==> src/rtl/smch_pkg.sv <==
// Package for the synchronous memory card host: sequence steps, pin primitives,
// card command bytes and the item payload types. No dependencies.
`default_nettype none
package smch_pkg;

    typedef enum logic [4:0] {
        ST_IDLE = 5'd0,  R_ATR   = 5'd1,  R_CMD   = 5'd2,  R_RECV  = 5'd3,
        R_BRK   = 5'd4,  V_ATR1  = 5'd5,  V_CMD1  = 5'd6,  V_RECV1 = 5'd7,
        V_BRK1  = 5'd8,  V_ATR2  = 5'd9,  V_WEC   = 5'd10, V_P1    = 5'd11,
        V_C1    = 5'd12, V_P2    = 5'd13, V_C2    = 5'd14, V_P3    = 5'd15,
        V_C3    = 5'd16, V_P4    = 5'd17, V_WFF   = 5'd18, V_P5    = 5'd19,
        V_ATR3  = 5'd20, V_CMD3  = 5'd21, V_RECV3 = 5'd22, V_BRK3  = 5'd23,
        W_ATR   = 5'd24, W_CMD   = 5'd25, W_PROC  = 5'd26
    } t_step;

    typedef enum logic [2:0] {
        PR_ATR = 3'd0, PR_CMD = 3'd1, PR_RECV = 3'd2, PR_BRK = 3'd3, PR_PROC = 3'd4
    } t_prim;

    localparam logic [1:0] CMD_NONE   = 2'd0;
    localparam logic [1:0] CMD_READ   = 2'd1;
    localparam logic [1:0] CMD_WRITE  = 2'd2;
    localparam logic [1:0] CMD_VERIFY = 2'd3;

    localparam logic [1:0] STS_OK = 2'd0, STS_NOCARD = 2'd1;
    localparam logic [1:0] STS_FAIL = 2'd2, STS_PROT = 2'd3;

    localparam logic [1:0] VC_OK = 2'd0, VC_CARD = 2'd1;
    localparam logic [1:0] VC_MISMATCH = 2'd2, VC_REFUSED = 2'd3;

    localparam logic [7:0] CB_READ_MAIN  = 8'h30;
    localparam logic [7:0] CB_READ_SEC   = 8'h31;
    localparam logic [7:0] CB_COMPARE    = 8'h33;
    localparam logic [7:0] CB_WRITE_MAIN = 8'h38;
    localparam logic [7:0] CB_WRITE_SEC  = 8'h39;
    localparam logic [7:0] EC_ALL        = 8'hff;
    localparam logic [7:0] PROT_LIMIT    = 8'd32;

    localparam logic [1:0] REG_PASSWORD = 2'd0;
    localparam logic [1:0] REG_ANSWER   = 2'd1;
    localparam logic [1:0] REG_PHASE    = 2'd2;

    typedef struct packed {
        logic [1:0] command;
        logic [7:0] address;
        logic [7:0] length;
        logic [7:0] write_data;
        logic       io_sense;
        logic       card_present;
    } t_in_item;

    typedef struct packed {
        logic       card_clock;
        logic       card_reset;
        logic       io_drive;
        logic       io_level;
        logic       busy_res;
        logic       done_res;
        logic [1:0] status;
        logic [1:0] verify_code;
        logic [7:0] read_data;
        logic       read_valid;
        logic       last_byte;
    } t_out_item;

endpackage
`default_nettype wire

==> src/rtl/smch_stream_if.sv <==
// Valid/ready stream interface used for the input and result channels.
// Depends on smch_pkg for nothing; payload type is a parameter.
`default_nettype none
interface smch_stream_if #(parameter type T = logic) ();
    logic valid;
    logic ready;
    T     data;
    modport source (output valid, output data, input ready);
    modport sink   (input valid, input data, output ready);
endinterface
`default_nettype wire

==> src/rtl/sync_memory_card_host.sv <==
// Synchronous memory card host: one input transaction is one pin-sequencer tick.
// Each accepted tick's result is registered in the output register.
// Throughput: one tick per cycle; the input stalls only while a result waits.
// Reset (synchronous, active low): sequencer idle, pins low, registers at defaults.
// Depends on smch_pkg and smch_stream_if.
`default_nettype none
module sync_memory_card_host (
    input  wire logic        i_clk,
    input  wire logic        i_rst_n,
    smch_stream_if.sink      s_in,
    smch_stream_if.source    m_out,
    input  wire logic        psel,
    input  wire logic        penable,
    input  wire logic        pwrite,
    input  wire logic [3:0]  paddr,
    input  wire logic [31:0] pwdata,
    output logic      [31:0] prdata,
    output logic             pready
);
    import smch_pkg::*;

    logic [23:0] r_password;
    logic [31:0] r_answer;
    logic [15:0] r_phase_ticks;

    t_step       r_step, n_step;
    t_prim       r_prim, n_prim;
    logic [11:0] r_ph, n_ph;
    logic [15:0] r_timer, n_timer;
    logic [4:0]  r_bits, n_bits;
    logic [7:0]  r_bytes, n_bytes;
    logic [31:0] r_shift, n_shift;
    logic [7:0]  r_ec, n_ec;
    logic [25:0] r_req, n_req;
    logic [23:0] r_cmdw, n_cmdw;
    logic [8:0]  r_nrecv, n_nrecv;
    logic [3:0]  r_pins, n_pins;
    logic [1:0]  r_sts, n_sts, r_vc, n_vc;

    t_out_item   r_out, n_out;
    logic        r_out_v;

    t_in_item    in;
    logic        acc;
    logic        done, vld, lst;
    logic [7:0]  dat;

    assign pready = 1'b1;
    assign in     = s_in.data;
    assign s_in.ready = !r_out_v || m_out.ready;
    assign acc    = s_in.valid && s_in.ready;
    assign m_out.valid = r_out_v;
    assign m_out.data  = r_out;

    always_comb begin
        unique case (paddr[3:2])
            REG_PASSWORD: prdata = {8'd0, r_password};
            REG_ANSWER:   prdata = r_answer;
            REG_PHASE:    prdata = {16'd0, r_phase_ticks};
            default:      prdata = 32'd0;
        endcase
    end

    function automatic logic [3:0] pins_of(t_prim p, logic [11:0] ph, logic [23:0] cw);
        logic [11:0] k;
        logic        c, r, d, l;
        begin
            k = ph - 12'd3;
            c = 1'b0; r = 1'b0; d = 1'b0; l = 1'b0;
            unique case (p)
                PR_ATR: begin
                    if (ph < 12'd5) begin
                        c = (ph == 12'd2);
                        r = (ph != 12'd0) && (ph != 12'd4);
                    end else begin
                        c = ~ph[0];
                    end
                end
                PR_CMD: begin
                    d = 1'b1;
                    if (ph < 12'd3) begin
                        c = (ph >= 12'd1); l = (ph < 12'd2);
                    end else if (ph < 12'd51) begin
                        c = k[0]; l = cw[k[5:1]];
                    end else begin
                        c = (ph >= 12'd52); l = (ph == 12'd53);
                    end
                end
                PR_BRK: r = (ph == 12'd1);
                default: c = ph[0];
            endcase
            pins_of = {c, r, d, d & l};
        end
    endfunction

    always_comb begin
        logic [15:0] per;
        logic        fin, ok;
        logic [7:0]  b, b1, b2, b3;
        logic [2:0]  ec3;
        t_step       go;
        logic        do_go, do_fin;
        logic [1:0]  fs, fv;
        logic [1:0]  vres;
        logic        do_vres;

        n_step = r_step; n_prim = r_prim; n_ph = r_ph; n_timer = r_timer;
        n_bits = r_bits; n_bytes = r_bytes; n_shift = r_shift; n_ec = r_ec;
        n_req = r_req; n_cmdw = r_cmdw; n_nrecv = r_nrecv; n_pins = r_pins;
        n_sts = r_sts; n_vc = r_vc;
        done = 1'b0; vld = 1'b0; lst = 1'b0; dat = 8'd0;
        per = (r_phase_ticks == 16'd0) ? 16'd1 : r_phase_ticks;
        fin = 1'b0; ok = 1'b1; b = 8'd0;
        b1 = 8'd0; b2 = 8'd0; b3 = 8'd0;
        ec3 = r_shift[2:0];
        go = ST_IDLE; do_go = 1'b0; do_fin = 1'b0; fs = STS_OK; fv = VC_OK;
        vres = VC_OK; do_vres = 1'b0;

        if (r_step == ST_IDLE) begin
            if (in.command != CMD_NONE) begin
                n_req = {in.write_data, in.length, in.address, in.command};
                n_sts = STS_OK; n_vc = VC_OK;
                if (in.command != CMD_VERIFY && in.address < PROT_LIMIT) begin
                    do_fin = 1'b1; fs = STS_PROT;
                end else if (!in.card_present) begin
                    do_fin = 1'b1; fs = STS_NOCARD;
                    fv = (in.command == CMD_VERIFY) ? VC_CARD : VC_OK;
                end else begin
                    do_go = 1'b1;
                    go = (in.command == CMD_READ) ? R_ATR : V_ATR1;
                end
            end
        end else begin
            n_timer = r_timer + 16'd1;
            if (n_timer >= per) begin
                n_timer = 16'd0;
                unique case (r_prim)
                    PR_ATR: begin
                        if (r_ph >= 12'd5 && r_ph[0] == 1'b0) begin
                            n_shift = {in.io_sense, r_shift[31:1]};
                            n_bits = r_bits + 5'd1;
                        end
                        n_ph = r_ph + 12'd1;
                        if (n_ph >= 12'd69) begin
                            fin = 1'b1; ok = (n_shift == r_answer);
                        end
                    end
                    PR_CMD: begin
                        n_ph = r_ph + 12'd1; fin = (n_ph >= 12'd54);
                    end
                    PR_RECV: begin
                        if (r_ph[0]) begin
                            b = {in.io_sense, r_shift[7:1]};
                            n_shift = {24'd0, b};
                            n_bits = r_bits + 5'd1;
                            if (n_bits >= 5'd8) begin
                                n_bits = 5'd0;
                                n_bytes = r_bytes + 8'd1;
                                if (r_step == R_RECV) begin
                                    vld = 1'b1; dat = b;
                                    lst = ({1'b0, n_bytes} >= r_nrecv);
                                end
                            end
                        end
                        n_ph = r_ph + 12'd1;
                        fin = (n_ph >= {r_nrecv, 4'd0} - 12'd0);
                    end
                    PR_BRK: begin
                        n_ph = r_ph + 12'd1; fin = (n_ph >= 12'd2);
                    end
                    default: begin
                        if (r_ph == 12'd0) begin
                            if (in.io_sense) fin = 1'b1; else n_ph = 12'd1;
                        end else n_ph = 12'd0;
                    end
                endcase
                if (fin) begin
                    unique case (r_step)
                        R_ATR, W_ATR: begin
                            if (ok) begin
                                do_go = 1'b1; go = (r_step == R_ATR) ? R_CMD : W_CMD;
                            end else begin
                                do_fin = 1'b1; fs = STS_FAIL;
                            end
                        end
                        R_CMD: begin
                            do_go = 1'b1; go = (r_req[17:10] == 8'd0) ? R_BRK : R_RECV;
                        end
                        R_BRK, W_PROC: do_fin = 1'b1;
                        V_ATR1, V_ATR2, V_ATR3: begin
                            if (ok) begin
                                do_go = 1'b1; go = t_step'(r_step + 5'd1);
                            end else begin
                                do_vres = 1'b1; vres = VC_CARD;
                            end
                        end
                        V_BRK1: begin
                            if (ec3 == 3'd1 || ec3 == 3'd2 || ec3 == 3'd4) begin
                                do_vres = 1'b1; vres = VC_REFUSED;
                            end else if (ec3 == 3'd0) begin
                                do_vres = 1'b1; vres = VC_CARD;
                            end else begin
                                n_ec = (ec3 == 3'd7) ? 8'd3 : (ec3 == 3'd6) ? 8'd2 : 8'd1;
                                do_go = 1'b1; go = V_ATR2;
                            end
                        end
                        V_BRK3: begin
                            n_ec = r_shift[7:0];
                            do_vres = 1'b1;
                            vres = (ec3 == 3'd7) ? VC_OK : VC_MISMATCH;
                        end
                        default: begin
                            do_go = 1'b1; go = t_step'(r_step + 5'd1);
                        end
                    endcase
                end else begin
                    n_pins = pins_of(r_prim, n_ph, r_cmdw);
                end
            end
        end

        if (do_vres) begin
            if (r_req[1:0] == CMD_VERIFY) begin
                do_fin = 1'b1; fv = vres; fs = (vres == VC_OK) ? STS_OK : STS_FAIL;
            end else if (vres != VC_OK) begin
                do_fin = 1'b1; fv = vres; fs = STS_FAIL;
            end else begin
                do_go = 1'b1; go = W_ATR;
            end
        end

        if (do_fin) begin
            n_step = ST_IDLE; n_timer = 16'd0; n_sts = fs; n_vc = fv;
            done = 1'b1; n_pins = 4'd0;
        end else if (do_go) begin
            n_step = go; n_ph = 12'd0; n_timer = 16'd0; n_bits = 5'd0; n_bytes = 8'd0;
            unique case (go)
                R_ATR, V_ATR1, V_ATR2, V_ATR3, W_ATR: begin
                    n_prim = PR_ATR; n_shift = 32'd0;
                end
                R_RECV, V_RECV1, V_RECV3: begin
                    n_prim = PR_RECV; n_shift = 32'd0;
                    n_nrecv = (go == R_RECV) ? {1'b0, n_req[17:10]} : 9'd1;
                end
                R_BRK, V_BRK1, V_BRK3: n_prim = PR_BRK;
                V_P1, V_P2, V_P3, V_P4, V_P5, W_PROC: n_prim = PR_PROC;
                default: begin
                    n_prim = PR_CMD;
                    unique case (go)
                        R_CMD: begin b1 = CB_READ_MAIN; b2 = n_req[9:2]; end
                        V_WEC: begin b1 = CB_WRITE_SEC; b3 = n_ec; end
                        V_C1: begin b1 = CB_COMPARE; b2 = 8'd1; b3 = r_password[7:0]; end
                        V_C2: begin b1 = CB_COMPARE; b2 = 8'd2; b3 = r_password[15:8]; end
                        V_C3: begin b1 = CB_COMPARE; b2 = 8'd3; b3 = r_password[23:16]; end
                        V_WFF: begin b1 = CB_WRITE_SEC; b3 = EC_ALL; end
                        W_CMD: begin b1 = CB_WRITE_MAIN; b2 = n_req[9:2]; b3 = n_req[25:18]; end
                        default: b1 = CB_READ_SEC;
                    endcase
                    n_cmdw = {b3, b2, b1};
                end
            endcase
            n_pins = pins_of(n_prim, 12'd0, n_cmdw);
        end

        n_out.card_clock  = n_pins[3];
        n_out.card_reset  = n_pins[2];
        n_out.io_drive    = n_pins[1];
        n_out.io_level    = n_pins[0];
        n_out.busy_res    = (n_step != ST_IDLE);
        n_out.done_res    = done;
        n_out.status      = n_sts;
        n_out.verify_code = n_vc;
        n_out.read_data   = dat;
        n_out.read_valid  = vld;
        n_out.last_byte   = lst;
    end

    always_ff @(posedge i_clk) begin
        if (!i_rst_n) begin
            r_password <= 24'hffffff; r_answer <= 32'd0; r_phase_ticks <= 16'd250;
        end else if (psel && penable && pwrite) begin
            unique case (paddr[3:2])
                REG_PASSWORD: r_password <= pwdata[23:0];
                REG_ANSWER:   r_answer <= pwdata;
                REG_PHASE:    r_phase_ticks <= pwdata[15:0];
                default: ;
            endcase
        end
    end

    always_ff @(posedge i_clk) begin
        if (!i_rst_n) begin
            r_step <= ST_IDLE; r_prim <= PR_ATR; r_ph <= 12'd0; r_timer <= 16'd0;
            r_bits <= 5'd0; r_bytes <= 8'd0; r_shift <= 32'd0; r_ec <= 8'd0;
            r_req <= 26'd0; r_cmdw <= 24'd0; r_nrecv <= 9'd0; r_pins <= 4'd0;
            r_sts <= STS_OK; r_vc <= VC_OK; r_out_v <= 1'b0;
        end else begin
            if (acc) begin
                r_step <= n_step; r_prim <= n_prim; r_ph <= n_ph; r_timer <= n_timer;
                r_bits <= n_bits; r_bytes <= n_bytes; r_shift <= n_shift; r_ec <= n_ec;
                r_req <= n_req; r_cmdw <= n_cmdw; r_nrecv <= n_nrecv; r_pins <= n_pins;
                r_sts <= n_sts; r_vc <= n_vc;
                r_out_v <= 1'b1;
            end else if (m_out.ready) begin
                r_out_v <= 1'b0;
            end
        end
    end

    always_ff @(posedge i_clk) begin
        if (acc) r_out <= n_out;
    end

    // A stalled result must not be overwritten by a new transaction.
    a_no_overrun: assert property (@(posedge i_clk) disable iff (!i_rst_n)
        (r_out_v && !m_out.ready) |-> !s_in.ready) else $error("result overrun");
    // Pins are all low whenever the sequencer is idle.
    a_idle_pins: assert property (@(posedge i_clk) disable iff (!i_rst_n)
        (r_step == ST_IDLE) |-> (r_pins == 4'd0)) else $error("pins active while idle");
    // A byte is only reported during a main-memory read run.
    a_read_step: assert property (@(posedge i_clk) disable iff (!i_rst_n)
        (acc && vld) |-> (r_step == R_RECV)) else $error("stray read byte");

endmodule
`default_nettype wire
==> src/flat_wrapper.sv <==
// flat-port wrapper written by rule: the top's interface ports become plain ports
module sync_memory_card_host_flat import smch_pkg::*;
  (i_clk, i_rst_n, psel, penable, pwrite, paddr, pwdata, prdata, pready, s_in_valid, s_in_data, s_in_ready, m_out_valid, m_out_data, m_out_ready);
  smch_stream_if s_in_i ();
  smch_stream_if m_out_i ();
  input  wire logic i_clk;
  input  wire logic i_rst_n;
  input  wire logic psel;
  input  wire logic penable;
  input  wire logic pwrite;
  input  wire logic [3:0] paddr;
  input  wire logic [31:0] pwdata;
  output logic      [31:0] prdata;
  output logic pready;
  input wire logic [$bits(s_in_i.valid)-1:0] s_in_valid;
  input wire logic [$bits(s_in_i.data)-1:0] s_in_data;
  output wire logic [$bits(s_in_i.ready)-1:0] s_in_ready;
  output wire logic [$bits(m_out_i.valid)-1:0] m_out_valid;
  output wire logic [$bits(m_out_i.data)-1:0] m_out_data;
  input wire logic [$bits(m_out_i.ready)-1:0] m_out_ready;
  assign s_in_i.valid = s_in_valid;
  assign s_in_i.data = s_in_data;
  assign s_in_ready = s_in_i.ready;
  assign m_out_valid = m_out_i.valid;
  assign m_out_data = m_out_i.data;
  assign m_out_i.ready = m_out_ready;
  sync_memory_card_host u_core (.i_clk(i_clk), .i_rst_n(i_rst_n), .s_in(s_in_i), .m_out(m_out_i), .psel(psel), .penable(penable), .pwrite(pwrite), .paddr(paddr), .pwdata(pwdata), .prdata(prdata), .pready(pready));
endmodule
==> config.mk <==
export PLATFORM = sky130hd
export DESIGN_NAME = sync_memory_card_host_flat
export DESIGN_NICKNAME = d
export VERILOG_FILES = /design/src/rtl/smch_pkg.sv /design/src/rtl/smch_stream_if.sv /design/src/rtl/sync_memory_card_host.sv /design/src/flat_wrapper.sv
export SDC_FILE = /design/constraint.sdc
export NUM_CORES = 1
export LEC_CHECK = 0
export BUFFER_PORTS_ARGS = -buffer_cell sky130_fd_sc_hd__buf_4
export CORE_ASPECT_RATIO = 0.9
export CORE_MARGIN = 10
export CORE_UTILIZATION = 50
export CTS_BUF_LIST = sky130_fd_sc_hd__clkbuf_16
export CTS_CLUSTER_SIZE = 10
export DETAILED_ROUTE_END_ITERATION = 10
export PLACE_DENSITY_LB_ADDON = 0.05
export SLEW_MARGIN = 20
export SYNTH_ARGS = -nofsm -noshare
export SYNTH_HDL_FRONTEND = slang
export SYNTH_SLANG_ARGS = --single-unit
==> constraint.sdc <==
create_clock -name i_clk -period 4.9 [get_ports i_clk]
set_input_delay 0.735 -clock i_clk [delete_from_list [all_inputs] [get_ports i_clk]]
set_output_delay 0.735 -clock i_clk [all_outputs]
set_load 0.005 [all_outputs]
Yosys cells after proc, flatten, opt, wreduce, memory -nomap -nowiden
Cells that the tools add are included.

word-level totals
  bits in latches = 0
  memories kept = 0
  output and inout bits = 36
  memory bits (read-only) = 0
  bits in registers = 164
  input port bits = 44
  bits in writable memories = 0

operators by class
  bitwise gates (word level) = 6
  add/subtract/negate cells = 5
  muxes and demuxes = 95
  multiply operators = 0
  div/mod/pow operators = 0
  shifts and indexed selects = 0
  magnitude comparators = 8
  reductions and logical operators = 36
  equality and inequality tests = 39

operators with widths
  operator                 number
  $mux W32                 10
  $pmux W32 S3             1
  $mux W5                  18
  $mux W16                 5
  $pmux W32 S2             1
  $mux W12                 5
  $mux W8                  7
  $eq A5 B5 Y1 const B     11
  $eq A5 B4 Y1 const B     7
  $eq A32 B32 Y1           1
  $mux W1                  32
  $eq A5 B3 Y1 const B     5
  $pmux W5 S5              1
  $add A16 B1 Y16 const B  1
  $ge A16 B16 Y1           1
  $logic_not A16 Y1        1
  $eq A5 B2 Y1 const B     3
  $ge A12 B13 Y1           1
  $add A12 B1 Y12 const B  1
  $ge A12 B2 Y1 const B    1
  $ge A12 B3 Y1 const B    1
  $ge A12 B6 Y1 const B    1
  $ge A12 B7 Y1 const B    1
  $logic_not A12 Y1        1
  37 further kinds         72

Longest topological paths before layout
Gate-level depths: netlist of the first run.

  depth in word-level cells = 24
  mapped depth = 23

Worst setup path after synthesis of the first run
Ideal clock, no wire load.

  path type = reg2reg
  start = register u_core.r_timer[0]
  end = register u_core.r_shift[12]
  setup time = 0.125 ns
  data arrival time = 4.278 ns
  period minus slack after synthesis = 4.403 ns
  slack = 0.497 ns
  required time = 4.775 ns
  path buffers = 4
  cell stages (with the launch flop) = 24
  path through = dfxtp_1 and3_1 and3_1 and3_1 and3_1 and3_1 clkbuf_1 nand3_1 xnor2_1 ha_1 and4_1 nand3_1 nor2_1 o21ai_0 o21ai_1 o311a_1 buf_6 o211a_2 o211ai_2 a32o_2 buf_6 buf_6 o21ai_1 o211ai_2

between the ends
  word-level cells in the longest chain between the ends = 12

RTL lines
  item                                        RTL line                      RTL
  start: declaration                          sync_memory_card_host.sv:29   logic [15:0] r_timer, n_timer;
  start signal: assignment                    sync_memory_card_host.sv:299  r_step <= n_step; r_prim <= n_prim; r_ph <= n_ph; r_timer <= n_timer;
  $add A16 B1 Y16 (*)                         sync_memory_card_host.sv:134  n_timer = r_timer + 16'd1;
  $ge A16 B16 Y1 (*)                          sync_memory_card_host.sv:135  if (n_timer >= per) begin
  $mux W2                                     sync_memory_card_host.sv:135
  $mux W2                                     sync_memory_card_host.sv:119  if (r_step == ST_IDLE) begin
  $reduce_bool A2 Y1                          sync_memory_card_host.sv:225  end else if (vres != VC_OK) begin
  $mux W5                                     sync_memory_card_host.sv:225
  $mux W5                                     sync_memory_card_host.sv:222  if (do_vres) begin
  $eq A5 B1 Y1, or another cell as far along  n/a
  $reduce_or A8 Y1 (no source line)           n/a
  $mux W32                                    sync_memory_card_host.sv:237  unique case (go)
  $mux W32                                    sync_memory_card_host.sv:235  end else if (do_go) begin
  $mux W32 (*)                                sync_memory_card_host.sv:232  if (do_fin) begin
  end signal: assignment                      sync_memory_card_host.sv:300  r_bits <= n_bits; r_bytes <= n_bytes; r_shift <= n_shift; r_ec <= n_ec;
  end: declaration                            sync_memory_card_host.sv:32   logic [31:0] r_shift, n_shift;

Every way passes the cells marked *; elsewhere a longest branch is shown, timed or not.
A chain may end at the register's enable or synchronous reset.

Worst setup path after layout of the first run
  start = register u_core.r_timer[1]
  end = register u_core.r_shift[31]

Same word-level chain as after synthesis.

==> flow_summary.rst, run 1 <==
.. list-table::
   :header-rows: 1

   * - Metric
     - Value
   * - Insertion delay of the later-clocked pin in the worst-skew pair
     - roughly 450 ps
   * - Placement row count
     - between 40 and 50
   * - Largest net degree at the start of global routing
     - between 60 and 70
   * - Core Util, Final
     - just under 60%
   * - Sequential fraction of the synthesis area
     - approximately a third
   * - Final-layout fill cell count
     - ~1.9k
   * - Core Area
     - between 0.015 and 0.02 mm²
   * - Number of DRC violations after detailed-routing iteration 0
     - approximately 1.0k
   * - Fraction of registers with async set/reset
     - 0%
   * - Worst setup startpoint
     - u_core.r_timer[1]
   * - Post-synthesis average cell area
     - roughly 7.4 µm²
   * - Chain of cells forming the critical path
     - and3_1, and3_1, and3_1, and3_1, and3_2, nand3_1, xnor2_1, ha_1, a21o_1, a21o_1, a221oi_1, o21ai_2, o311a_4, o211a_2, o211ai_2, a32o_2, buf_4, o22ai_1, a211oi_2
   * - Synthesis Warnings
     - 0
   * - Hold buffer count at CTS
     - 0
   * - Min Hold Slack
     - 466 ps
   * - Num ports
     - 80
   * - Routed Antenna Nets
     - 0
   * - Num CTS Buffers
     - 17
   * - Origin of the worst min-delay path
     - u_core.r_password[12]
   * - Net count after synthesis
     - ~1.4k
   * - Routed len/inst
     - roughly 19 µm
   * - Total met2 wirelength after detailed routing
     - 14000 µm
   * - Top-area cell type share of the netlist area
     - a little under a third
   * - Number of port buffers
     - 75
   * - Sinks on Clock Net
     - about 160
   * - Type of the most critical hold path
     - flop to flop
   * - Number of distinct library cells after synthesis
     - 91
   * - Vertical extent of the die
     - between 150 and 200 µm
   * - Via count
     - just under 10k
   * - Hold violation count in the final report
     - 0
   * - Kind of end point of the critical path
     - flop
   * - ANT cells
     - 0
   * - Worst path required time
     - 5260 ps
   * - Rel. slew slack
     - approximately a third
   * - Kind of cell adding the most delay to the critical path
     - compound AO/OA/AOI/OAI gates
   * - Static leakage power
     - roughly 0.0046 µW
   * - Cell seen most often among critical-path stages
     - and3_1
   * - X dimension of the die
     - 169 µm
   * - Pin slew with the least headroom to its limit
     - 981 ps
   * - Worst-path clk slew
     - 80 ps
   * - Dominant cell type by area after synthesis
     - dfxtp_1
   * - CTS tree
     - done
   * - Synth Instances
     - between 1k and 1.5k
   * - Post-synthesis sequential element count
     - approximately 160
   * - Top post-synthesis cells by count
     - nand2_1, dfxtp_1, nor2_1
   * - Root cell of the clock tree
     - clkbuf_16
   * - Setup violators final
     - 0
   * - Period Utilization, post-route
     - between 90 and 100%
   * - Crit path max-delay cell type
     - a221oi_1
   * - Effective utilization at floorplan
     - 51.4%
   * - Time the final worst path needs with I/O delays and setup
     - 4660 ps
   * - Data arrival time of the critical path
     - around 5000 ps
   * - Total count of max-transition violations in the final report
     - 0
   * - Sum of routed wire segments on met1
     - 14800 µm
   * - Most instantiated flip-flop cell in the synthesis netlist
     - dfxtp_1
   * - Wire length on met3
     - 2020 µm
   * - Cell with the most instances after synthesis
     - nand2_1
   * - Area of the die
     - roughly 0.026 mm²
   * - Critical Path Max Stage Delay
     - about 380 ps
   * - Worst Setup Path Type
     - flop to flop
   * - Area growth from synthesis to final layout
     - 14.0%
   * - Top Metal Used
     - met4
   * - MaxCap Viol Count
     - 0
   * - DRC
     - 0
   * - Proportion of layout cells with a drive suffix above 1
     - ~13%
   * - VDD IR-drop max
     - ~180 µV
   * - Max H-tree Level
     - 4
   * - Buffers inserted during post-CTS setup optimization
     - 0
   * - Peak fanout along the critical path
     - 15
   * - Leading cell types by total area after synthesis
     - dfxtp_1, nand2_1, a21oi_1, ha_1, nand3_1
   * - Count of buffering cells on the critical path with inverters included
     - 1
   * - Highest clock rate
     - 215 MHz
   * - Wire length of the first global-routing pass
     - ~50000 µm
   * - Antenna violations before repair
     - 0
   * - RSZ-0062 raised after global routing
     - no
   * - Final global-route overflow total
     - 0
   * - Setup tns final
     - 0 ps
   * - Post-synth design cell area
     - approximately 0.01 mm²
   * - Startpoint type of the worst setup path
     - flop
   * - Final weighted congestion of routability-driven global placement
     - 0.949
   * - FF-to-FF Start
     - u_core.r_timer[1]
   * - Total Routing Usage GR
     - roughly a quarter
   * - Overall power consumption
     - 2860 µW
   * - Total iterations of the first detailed-routing run
     - 7
   * - Maximum root-to-sink buffer count
     - 2
   * - Clock skew after layout
     - 18.0 ps
   * - Status
     - completed
   * - Placed wire-length estimate after detailed placement
     - 22300 µm
   * - Post-synth EDFFs
     - 1
   * - Wire length after detailed routing
     - between 30000 and 40000 µm
   * - Detail-routed via count per cell
     - between 5 and 6
   * - Power density relative to cell area
     - 252 mW/mm²
   * - Via count of the first global-routing pass
     - 9144
   * - Final net count
     - 1454
## routing by layer
layer,vias up,global-route usage (%)
met5,-,0
met4,0,6.75
met3,41,4.59
met2,337,35.8
met1,4628,32.7
li1,4845,-
## layout by cell type (no fill, tap or decap), types with 12 or more instances in the layout
master     synthesis  final
nand3_1           77     76
xor2_1            33     33
nand4_1           14     14
xnor2_1           17     17
a21oi_1           92     92
and3_1            24     22
clkbuf_16          0     17
inv_1             64     64
o21ai_1           22     21
dfxtp_1          155    153
nand2_1          239    239
o211ai_1          24     24
ha_1              31     30
o21ai_0           69     69
o211ai_2          12     12
nor2_1            93     92
and2_1            14     14
nor3_1            34     33
buf_4              2    104
mux2i_1           26     26
nor2b_1           13     12
o22ai_1           21     21
a22oi_1           16     16
nand2b_1          13     13
## worst reg2reg max path: stages, from the launching register on
cell and delay, ps:
dfxtp_1 370, and3_1 190, and3_1 230, and3_1 240, and3_1 260, and3_2 260
nand3_1 100, xnor2_1 230, ha_1 280, a21o_1 170, a21o_1 170, a221oi_1 380
o21ai_2 180, o311a_4 220, o211a_2 160, o211ai_2 160, a32o_2 350, buf_4 280
o22ai_1 110, a211oi_2 220
## cell type report
type | instances | area (µm²) | share of cell area (%)
multi-input combinational | 1033 | 6240 | 55.0
sequential | 156 | 3140 | 27.7
timing repair buffer | 105 | 796 | 7.02
clock buffer | 17 | 425 | 3.75
tap | 250 | 313 | 2.76
inverter | 66 | 248 | 2.19
clock inverter | 15 | 181 | 1.60
## registers in the layout (all words and copies together), names as in the netlist, 8 cells and up
signal	cells
u_core.r_password	24
u_core.r_answer	32
u_core.r_phase_ticks	16
u_core.r_bytes	8
u_core.r_ph	12
u_core.r_shift	32
u_core.r_timer	16
## metrics by stage
step	setup slack [ps]	instances	instance area (µm²)
after floorplan	497	1340	9940
after global placement	112	1610	10700
after detailed placement	31.3	1610	10700
after CTS	2.83	1642	11300
after global routing	17.3	1642	11300
final	244	1642	11300
## power breakdown
part           switching (µW)  internal, µW
clock network             687           698
registers                11.3          1280
logic                     112          72.6
total                     810          2050
## cells by family after synthesis
kind of cell | count (synthesis) | synth area share [%]
fa+ha+maj | 32 | 4.00
xor+xnor | 50 | 4.40
other cells | 1 | 0.0377
buf+inv | 151 | 6.29
compound gates | 348 | 23.6
mux | 27 | 2.73
simple gates | 575 | 27.4
flops | 156 | 31.5
## path summary, 6_finish.rpt
kind              depth (start not counted)  slack [ps]                    end
setup / recovery                         19         240     u_core.r_shift[31]
hold / removal                            2         470  u_core.r_password[12]
setup reg to reg                         19         240     u_core.r_shift[31]
hold reg to reg                           2         470  u_core.r_password[12]
## timing repair
action,CTS,global route
endpoints found under the hold margin,0,0
setup endpoints to repair,0,59
resized for setup,0,12
Power figures use the tool's default switching activity.
==> inputs of run 2 (changes only) <==
CORE_UTILIZATION = 55   (was 50)
PLACE_DENSITY = 0.74   (was not set)
PLACE_DENSITY_LB_ADDON = not set   (was 0.05)
==> flow_summary.rst, run 2 (synthesis gave the netlist of run 1 again) <==
.. list-table::
   :header-rows: 1

   * - Metric
     - Value
   * - Num ports
     - 80 (unchanged)
   * - Data arrival time of the critical path
     - 4950 ps (-60 ps)
   * - Count of cells along the worst register-to-register path
     - 20 (+1)
   * - Pin slew with the least headroom to its limit
     - 1060 ps (+82.0 ps)
   * - Number of instances on the worst hold path
     - 2 (unchanged)
   * - Placement-stage worst setup slack
     - 22.6 ps (-8.77 ps)
   * - Vertical extent of the die
     - 148 µm (-4.0%)
   * - Worst Setup Path Type
     - flop to flop
   * - ANT cells
     - 0 (unchanged)
   * - Total iterations of the first detailed-routing run
     - 5 (-2)
   * - Overall power consumption
     - 2830 µW (-0.99%)
   * - Placement row count
     - 46 (-4.2%)
   * - Routed Antenna Nets
     - 0 (unchanged)
   * - Met3 usage in global routing
     - 4.28% (-0.31 points)
   * - Kind of end point of the critical path
     - flop
   * - Endpoint of the worst hold path
     - u_core.r_password[19]
   * - Number of DRC violations after detailed-routing iteration 0
     - 1079 (+3.8%)
   * - FF-to-FF Start
     - u_core.r_timer[2]
   * - Sw power
     - 782 µW (-3.5%)
   * - Placed wire-length estimate after detailed placement
     - 21300 µm (-4.6%)
   * - Highest-utilization routing layer at the global route stage
     - met2
   * - Area of the die
     - 0.0239 mm² (-8.0%)
   * - Via count of the first global-routing pass
     - 9223 (+0.86%)
   * - Met1 demand-to-capacity share in global routing
     - 34.2% (+1.5 points)
   * - Final weighted congestion of routability-driven global placement
     - 0.945 (-0.46%)
   * - Commonest non-fill, non-tap cell in the layout
     - nand2_1
   * - Rel. slew slack
     - 29.1% (-5.6 points)
   * - Power density relative to cell area
     - 250 mW/mm² (-0.90%)
   * - Final global-route overflow total
     - 0 (unchanged)
   * - Count of placed standard cells in the final layout, fillers left out
     - 1629 (-0.79%)
   * - Largest net degree at the start of global routing
     - 64 (unchanged)
   * - Period Utilization, post-route
     - 95.4% (+0.38 points)
   * - Combinational share of power
     - 6.4% (about the same)
   * - Core Area
     - 0.0177 mm² (-8.6%)
   * - Detail-routed via count per cell
     - 6.13 (+2.2%)
   * - Wire length of the first global-routing pass
     - 49300 µm (-2.1%)
   * - Worst path required time
     - 5180 ps (-80 ps)
   * - Static leakage power
     - 0.00456 µW (-0.23%)
   * - Reg2reg end
     - u_core.r_shift[31]
   * - Type of the most critical hold path
     - flop to flop
   * - X dimension of the die
     - 162 µm (-4.1%)
   * - Register share of total power
     - 45.6% (+0.5 points)
   * - Status
     - completed
   * - Total Routing Usage GR
     - 24.9% (+1.4 points)
   * - Peak fanout along the critical path
     - 15 (unchanged)
   * - Number of port buffers
     - 75 (unchanged)
   * - Hold violation count in the final report
     - 0 (unchanged)
   * - Time the final worst path needs with I/O delays and setup
     - 4680 ps (+18.9 ps)
   * - MaxCap Viol Count
     - 0 (unchanged)
   * - Setup tns final
     - 0 ps (unchanged)
   * - Sinks on Clock Net
     - 156 (unchanged)
   * - Clock skew after layout
     - 15.4 ps (-2.60 ps)
   * - CTS tree
     - done
   * - Area growth from synthesis to final layout
     - 13.9% (about the same)
   * - Final critical-path setup slack
     - 225 ps (-18.9 ps)
   * - Insertion delay of the later-clocked pin in the worst-skew pair
     - 440 ps (about the same)
   * - Net switching share of the total power
     - 27.6% (-0.71 points)
   * - Area taken by multi-input logic gates
     - 0.00625 mm² (+0.28%)
   * - Final net count
     - 1451 (-0.21%)
   * - Setup violators final
     - 0 (unchanged)
   * - Relative contribution of the clock network to total power
     - 48.0% (-0.4 points)
   * - Most frequent cells in the layout
     - nand2_1, dfxtp_1, buf_4, a21oi_1, nor2_1
   * - Worst-path clk slew
     - 80 ps (about the same)
   * - Startpoint type of the worst setup path
     - flop
   * - Root cell of the clock tree
     - clkbuf_16
   * - DRC
     - 0 (unchanged)
   * - Num CTS Buffers
     - 17 (unchanged)
   * - Effective utilization at floorplan
     - 56.3% (+4.9 points)
   * - Wire length after detailed routing
     - 30300 µm (-3.4%)
   * - Final-layout fill cell count
     - 1617 (-13%)
   * - Max H-tree Level
     - 4 (unchanged)
   * - Highest clock rate
     - 214 MHz (-0.40%)
   * - Total count of max-transition violations in the final report
     - 0 (unchanged)
   * - VDD IR-drop max
     - 235 µV (+28%)
   * - Proportion of layout cells with a drive suffix above 1
     - 13.5% (+0.029 points)
   * - Placed cells
     - 1595 (-0.93%)
   * - Antenna violations before repair
     - 0 (unchanged)
   * - Routed len/inst
     - 18.6 µm (-2.7%)
   * - Seq. cell area
     - 0.00313 mm² (about the same)
   * - Maximum root-to-sink buffer count
     - 2 (unchanged)
   * - Cell internal power dissipation
     - 2050 µW (about the same)
   * - Min Hold Slack
     - 468 ps (+2.20 ps)
   * - Grt met2 use
     - 39.1% (+3.4 points)
   * - Via count
     - 9991 (+1.4%)
   * - Largest registers
     - u_core.r_answer (32), u_core.r_shift (32), u_core.r_password (24)
   * - R2R Setup Slk
     - 220 ps (-20 ps)
   * - Origin of the worst min-delay path
     - u_core.r_password[19]
run 2: changes by cell type in the layout (fill, tap and decap cells not counted), moves of 2 or more:
cell and delta:
inv_8 +2, and3_2 +2, and3_1 -3, buf_4 -4
inv_6 -2
run 2: critical path, stage by stage (launching register included):
cell,delay (ps)
dfxtp_1,400
and3_4,230
and3_1,240
and3_2,250
and3_2,230
and3_2,260
nand3_1,110
xnor2_1,150
ha_1,320
and4_1,250
nand3_1,90
nor2_1,90
o21ai_0,130
o21ai_2,280
o311a_4,300
o31a_2,230
o211ai_2,100
a32o_2,350
buf_4,220
o22ai_1,180
a211oi_2,90
run 2: repair_timing:
item	CTS	global route
endpoints found under the setup margin	15	39
setup buffers	0	1
pin swaps	0	2
gates resized for setup	1	14
hold buffers	0	0
run 2: worst max path at each step:
| stage | startpoint | to | slack, ps | depth (start not counted) |
|---|---|---|---|---|
| detailed placement | u_core.r_timer[0] | u_core.r_prim[1] | 20 | 20 |
| finish | u_core.r_timer[2] | u_core.r_shift[31] | 220 | 20 |
| global route | u_core.r_timer[0] | u_core.r_shift[31] | -20 | 20 |
| floorplan | u_core.r_timer[0] | u_core.r_shift[12] | 500 | 23 |
| CTS | u_core.r_timer[0] | u_core.r_shift[30] | 80 | 20 |
| global placement | u_core.r_timer[0] | u_core.r_shift[29] | 110 | 20 |
run 2: area by class of cell:
class,count,share of cell area (%)
clock buffers,17,3.76
repair buffers,102,6.86
flip-flops and latches,156,27.7
clock inverters,15,1.65
inverters,66,2.19
well taps,240,2.65
multi-input cells,1033,55.2
run 2: power by group through the flow:
stage / clock network (µW) / logic (µW) / registers (µW)
2_1_floorplan: 0 / 94.4 / 1310
3_3_place_gp: 0 / 178 / 1320
3_5_place_dp: 0 / 179 / 1320
4_1_cts: 1370 / 180 / 1290
5_1_grt: 1420 / 197 / 1290
6_report: 1360 / 182 / 1290
run 2: layer usage:
layer / up-vias / routed length (µm)
met2: 372 / 14000
met1: 4747 / 13800
met4: 0 / 418
li1: 4839 / -
met5: - / 0
met3: 33 / 2060
run 2: stage by stage:
step / cell area, µm² / util [%]
3_5_place_dp: 10600 / 60.2
4_1_cts: 11300 / 63.7
5_1_grt: 11300 / 64.1
3_3_place_gp: 10600 / 60.2
6_report: 11300 / 64.1
2_1_floorplan: 9940 / -
